### config.mk
export PLATFORM = sky130hd
export DESIGN_NAME = ncvl_dist
export DESIGN_NICKNAME = d
export VERILOG_FILES = /design/src/design/nearest_color_value_lookup_core_macros.svh /design/src/design/ncvl_pkg.sv /design/src/design/ncvl_dist.sv
export SDC_FILE = /design/constraint.sdc
export NUM_CORES = 1
export LEC_CHECK = 0
export BUFFER_PORTS_ARGS = -buffer_cell sky130_fd_sc_hd__buf_2
export CAP_MARGIN = 10
export CORE_MARGIN = 5
export CORE_UTILIZATION = 55
export DETAILED_ROUTE_END_ITERATION = 10
export GPL_ROUTABILITY_DRIVEN = 0
export PLACE_DENSITY = 0.76
export SETUP_SLACK_MARGIN = 0.02
export SYNTH_ARGS = -nofsm -noshare
export SYNTH_HDL_FRONTEND = slang
export SYNTH_SLANG_ARGS = --single-unit
export TNS_END_PERCENT = 30
### constraint.sdc
create_clock -name clk -period 1 [get_ports clk]
set_clock_uncertainty 0.05 [all_clocks]
set_input_delay 0.05 -clock clk [delete_from_list [all_inputs] [get_ports clk]]
set_output_delay 0.05 -clock clk [all_outputs]
set_load 0.01 [all_outputs]
### src/design/nearest_color_value_lookup_core_macros.svh
// Assertion macros shared by the nearest color value lookup design.
`ifndef NEAREST_COLOR_VALUE_LOOKUP_CORE_MACROS_SVH
`define NEAREST_COLOR_VALUE_LOOKUP_CORE_MACROS_SVH

`ifndef NO_ASSERTIONS

// Checks that the consequent holds in the same cycle as the antecedent.
`define NCVL_ASSERT_SAME(label, ante, cons) \
    label: assert property (@(posedge clk) disable iff (!rst_n) (ante) |-> (cons)) \
        else $error("nearest color lookup assertion failed");

// Checks that the consequent holds in the cycle after the antecedent.
`define NCVL_ASSERT_NEXT(label, ante, cons) \
    label: assert property (@(posedge clk) disable iff (!rst_n) (ante) |=> (cons)) \
        else $error("nearest color lookup assertion failed");

`else

`define NCVL_ASSERT_SAME(label, ante, cons)
`define NCVL_ASSERT_NEXT(label, ante, cons)

`endif

`endif

### src/design/ncvl_pkg.sv
// Package with the shared types and constants of the nearest color value lookup.
package ncvl_pkg;

    localparam int IDX_W = 10;
    localparam int COL_W = 8;
    localparam int VAL_W = 16;
    localparam int CNT_W = 11;

    localparam logic KIND_WRITE = 1'b0;
    localparam logic KIND_QUERY = 1'b1;

    typedef enum logic [1:0] {
        ST_IDLE,
        ST_SCAN,
        ST_WAIT,
        ST_OUT
    } state_t;

    typedef struct packed {
        logic valid;
        logic first;
        logic last;
    } tag_t;

endpackage

### src/design/ncvl_dist.sv
// Registered squared color distance between one palette entry and the query pixel.
module ncvl_dist #(
    parameter int EW = 8
) (
    input  logic                         clk,
    input  logic                         rst_n,
    input  ncvl_pkg::tag_t               tag_in,
    input  logic [EW-1:0]                ent_red,
    input  logic [EW-1:0]                ent_green,
    input  logic [EW-1:0]                ent_blue,
    input  logic [ncvl_pkg::VAL_W-1:0]   ent_value,
    input  logic [EW-1:0]                pix_red,
    input  logic [EW-1:0]                pix_green,
    input  logic [EW-1:0]                pix_blue,
    output ncvl_pkg::tag_t               tag_out,
    output logic [2*EW+1:0]              sq_dist,
    output logic [ncvl_pkg::VAL_W-1:0]   value
);
    import ncvl_pkg::*;

    localparam int SW = 2 * EW + 2;

    logic [EW-1:0]   diff_r;
    logic [EW-1:0]   diff_g;
    logic [EW-1:0]   diff_b;
    logic [2*EW-1:0] sq_r;
    logic [2*EW-1:0] sq_g;
    logic [2*EW-1:0] sq_b;
    logic [SW-1:0]   sum_next;
    tag_t            tag_reg;
    logic [SW-1:0]   dist_reg;
    logic [VAL_W-1:0] value_reg;

    always_comb
    begin
        diff_r   = (ent_red > pix_red) ? ent_red - pix_red : pix_red - ent_red;
        diff_g   = (ent_green > pix_green) ? ent_green - pix_green : pix_green - ent_green;
        diff_b   = (ent_blue > pix_blue) ? ent_blue - pix_blue : pix_blue - ent_blue;
        sq_r     = (2*EW)'(diff_r) * (2*EW)'(diff_r);
        sq_g     = (2*EW)'(diff_g) * (2*EW)'(diff_g);
        sq_b     = (2*EW)'(diff_b) * (2*EW)'(diff_b);
        sum_next = SW'(sq_r) + SW'(sq_g) + SW'(sq_b);
    end

    always_ff @(posedge clk or negedge rst_n)
    begin
        if (!rst_n)
        begin
            tag_reg <= '0;
        end
        else
        begin
            tag_reg <= tag_in;
        end
    end

    always_ff @(posedge clk)
    begin
        dist_reg  <= sum_next;
        value_reg <= ent_value;
    end

    assign tag_out = tag_reg;
    assign sq_dist = dist_reg;
    assign value   = value_reg;

endmodule

Word level (Yosys, flattened, before mapping). Cells that the tools add are included. Widths: inputs -> output; s select.

ROM bits: 0. Word-level logic and storage cells: 22. Memories: 0. Output and inout bits: 37. RAM bits: 0. Bits of input ports: 69. Register bits: 37. Latch bits: 0.

Eq/ne operators: 0. Mux-type cells: 3. Reductions and logical operators: 0. Div/mod/pow operators: 0. Add/sub/neg operators: 8. Bitwise gates (word level): 0. Multiply operators: 3. $lt $le $gt $ge: 3. Shift-type cells: 0.

Operators by type and width (count): $mul 8x8->16 (3); $sub 8x8->8 (6); $gt 8x8->1 (3); $mux 8 (3); $add 17x16->18 (1); $add 16x16->17 (1).

Depth between registers and ports, before layout.
Word-level depth: 5. Depth in mapped cells: 32. Depth with buffers taken out: 31.

Worst setup path before layout. OpenSTA, ideal clock, no wires.

Path type: input to register. From: in ent_red[0]. To: reg dist_reg[16] (netlist: sq_dist[16]). Buffers on the path: 1. Data required time: 0.878 ns. Setup time: 0.072 ns. Slack: -6.695 ns. Stages on the path: 30. Arrival: 7.573 ns. Cell sequence: inv_1 > ha_1 > inv_1 > fa_1 > a21o_1 > a21oi_1 > o21ai_0 > nand2_1 > mux2i_1 > xor2_1 > clkbuf_1 > nor2_1 > fa_1 > fa_1 > inv_1 > fa_1 > fa_1 > inv_1 > fa_1 > fa_1 > inv_1 > fa_1 > inv_1 > ha_1 > nand2_1 > o21ai_0 > o41ai_1 > o21ai_0 > a221oi_1 > xnor2_1.

Longest elaborated chain between the ends: 5. Elaborated cells between the ends (all ways): 7. Classes of those cells: add/sub (4); mul (1); order compare (1); mux (1).

RTL lines: from (decl) (RTL line ncvl_dist.sv:8) `input logic [EW-1:0] ent_red,`; $sub 8x8->8 / $gt 8x8->1 (equally long branches) (RTL line ncvl_dist.sv:36) `diff_r = (ent_red > pix_red) ? ent_red - pix_red : pix_red - ent_red;`; $mux 8 * (RTL line ncvl_dist.sv:36); $mul 8x8->16 * (RTL line ncvl_dist.sv:39) `sq_r = (2*EW)'(diff_r) * (2*EW)'(diff_r);`; $add 16x16->17 * (RTL line ncvl_dist.sv:42) `sum_next = SW'(sq_r) + SW'(sq_g) + SW'(sq_b);`; $add 17x16->18 * (RTL line ncvl_dist.sv:42); named net sum_next[16] (RTL line ncvl_dist.sv:29) `logic [SW-1:0] sum_next;`; to (signal assigned) (RTL line ncvl_dist.sv:59) `dist_reg <= sum_next;`; to (decl) (RTL line ncvl_dist.sv:31) `logic [SW-1:0] dist_reg;`.

Mark *: on every way through the listed nets, which the timed path passes. The rest lies on a longest branch.

Final worst setup path.
From: in ent_green[0]. To: reg dist_reg[16] (netlist: sq_dist[16]).

Longest elaborated chain between the ends: 5. Elaborated cells between the ends (all ways): 7. Classes of those cells: add/sub (4); mul (1); order compare (1); mux (1).

RTL lines: from (decl) (RTL line ncvl_dist.sv:9) `input logic [EW-1:0] ent_green,`; $sub 8x8->8 / $gt 8x8->1 (equally long branches) (RTL line ncvl_dist.sv:37) `diff_g = (ent_green > pix_green) ? ent_green - pix_green : pix_green - ent_green;`; $mux 8 * (RTL line ncvl_dist.sv:37); $mul 8x8->16 * (RTL line ncvl_dist.sv:40) `sq_g = (2*EW)'(diff_g) * (2*EW)'(diff_g);`; $add 16x16->17 * (RTL line ncvl_dist.sv:42); $add 17x16->18 * (RTL line ncvl_dist.sv:42); named net sum_next[16] (RTL line ncvl_dist.sv:29).

Marked as above.

==> flow_summary.json <==
{
  "netlist_top_cells_count": "247 x inv_1, 139 x fa_1, 124 x ha_1",
  "dr_total_vias": 7567,
  "status": "finished with violations",
  "io_pins": 106,
  "clock.fmax_ghz": 0.1380,
  "port_buffers": 105,
  "crit_path_start": "ent_green[0]",
  "rsz0062_at_grt": "true",
  "synth_area_leaders": "fa_1 34%, ha_1 19%, inv_1 11%",
  "post_drt_wl_per_cell_um": 16.92,
  "grt_pass1_wl_um": 36310,
  "antenna_found_initial": 0,
  "ys.warnings.count": 0,
  "slowest_delay_ns": 0.60,
  "synth_area_um2": 8155,
  "final.min_clock_period_ns": 7.246,
  "num_rows": 44,
  "violations": "negative setup slack",
  "hpwl_um": 16940,
  "m1WireLength_um": 8978,
  "ys_seq_area_share_pct": 9.267,
  "drt_iter0_markers": 452,
  "synth_cell_type_count": 55,
  "clk_pin_slew_ns": 0.07,
  "start_kind": "input port",
  "layout.nets": 1582,
  "cp_data_required_time_ns": 1.13,
  "grt_pass1_vias": 8096,
  "synth_fp_nets": 1236,
  "synth_edf_count": 0,
  "vias_per_cell": 5.273,
  "antenna_cells": 0,
  "synth.most_common_cell": "inv_1",
  "cts_made_buffers": 5,
  "critical_path_class": "in -> reg",
  "critPathMaxFanout": 5,
  "overflow": 0,
  "synth_area_leader_cell": "fa_1",
  "hold_viol": 0,
  "max_slew_margin_pct": 69.89,
  "tightest_slew_ns": 0.4516,
  "wl_um": 24290,
  "ys_seq_elements": 37,
  "die_h_um": 131.8,
  "filler_cell_count": 830,
  "cts.path.max_buffers": 2,
  "dieArea_um2": 17360,
  "top_layer": "met4",
  "synth_top_flop_cell": "dfxtp_1",
  "first_pass_iters": 5,
  "largest_reg_flops": 18,
  "crit_top_cell": "fa_1",
  "final_core_util_pct": 79.82,
  "maxCapViolCount": 0,
  "syn_area_per_cell_um2": 9.021,
  "synth.top_cell.area_share_pct": 34.12,
  "wl_met3_um": 1408,
  "cp_slowest_cell": "fa_1",
  "die_w_um": 131.8,
  "cp-end-kind": "flip-flop",
  "dr_wl_met2_um": 12960,
  "syn2layout_area_growth_pct": 42.25,
  "arrival_ns": 7.38,
  "drive_gt1_share_pct": 37.65,
  "finalSetupViolations": 17,
  "start_util_pct": 56.11,
  "core-area_um2": 14530,
  "cts_root_buf": "clkbuf_16",
  "drc": 0,
  "ys_async_sr_fraction_pct": 8.108,
  "netlist_instances": 904,
  "ant_nets": 0,
  "hp-class": "in -> async",
  "grt_max_degree": 14,
  "cts.sinks": 37,
  "htreeDepth": 2,
  "fin_ws_ns": -6.246,
  "cts_tree": "yes",
  "maxSlewViolCount": 0,
  "period_share_pct": 724.6,
  "grtUsageTotal_pct": 24.99
}
-- per-layer routing --
layer / track usage, % / up-vias
met5: 0 / -
met4: 5.886 / 0
met3: 3.626 / 85
met2: 48.28 / 323
met1: 28.88 / 3708
li1: - / 3451
-- final timing paths --
kind	cells after the start	slack (ns)	end
max	32	-6.25	sq_dist[16]
min	2	0.01	tag_out[2]
max in group asynchronous	2	0.77	tag_out[0]
min in group clk	2	0.33	value[7]
-- critical path: cells and delay by family --
kind / cells / cell delay [ns]
fa+ha+maj: 10 / 4.30
buf+inv: 10 / 1.09
compound gates: 6 / 1.05
xor+xnor: 2 / 0.32
simple gates: 3 / 0.30
mux: 1 / 0.25
-- final cells by class --
type | instances | area (um^2) | area share (%)
clock buffers | 5 | 125.1 | 1.079
multi-input cells | 601 | 6953 | 59.93
well taps | 184 | 230.2 | 1.984
repair buffers | 357 | 2545 | 21.94
flip-flops and latches | 37 | 755.7 | 6.514
inverters | 248 | 945.9 | 8.154
clock inverters | 3 | 46.29 | 0.3991
-- placed cells by master, fill, tap and decap left out, types with 14 or more instances in the layout --
master	synthesis	routed
a21oi_1	42	35
buf_2	7	103
buf_4	0	218
buf_6	0	14
dfxtp_1	34	34
dlygate4sd3_1	0	20
fa_1	139	130
ha_1	124	117
inv_1	247	225
inv_2	1	21
nand2b_1	19	14
nor2_1	81	75
or2_2	16	14
xnor2_1	21	14
-- timing repair --
item | CTS | global route
pin swaps | 41 | 47
hold endpoints to repair | 22 | 0
endpoints found under the setup margin | 17 | 18
hold buffers | 20 | 0
gates resized for setup | 38 | 73
buffers inserted | 68 | 11
-- cells by family after synthesis --
group | synth area share (%)
adders and majority gates | 53.15
AOI/OAI and AO/OA | 8.423
and+or+nand+nor | 10.71
muxes | 2.347
xor gates and xnor gates | 3.759
DFF | 9.267
buffers and inverters | 12.35
-- per-stage QoR --
step           area [um^2]  TNS (ns)  instances  worst slack (ns)  hold slack (ns)
3_5_place_dp         10560    -93.43       1383            -6.449          -0.2042
2_1_floorplan         8337    -83.20        904            -5.857          -0.2956
3_3_place_gp         10560    -91.16       1383            -6.248          -0.2052
6_report             11600    -88.88       1435            -6.246          0.01445
5_1_grt              11600    -91.81       1435            -6.431          0.04662
4_1_cts              11170    -86.30       1424            -6.073         0.007380
Power is left out: the tool's default activity adds up to more than one toggle a clock period on the data nets, which glitch-free logic cannot reach.
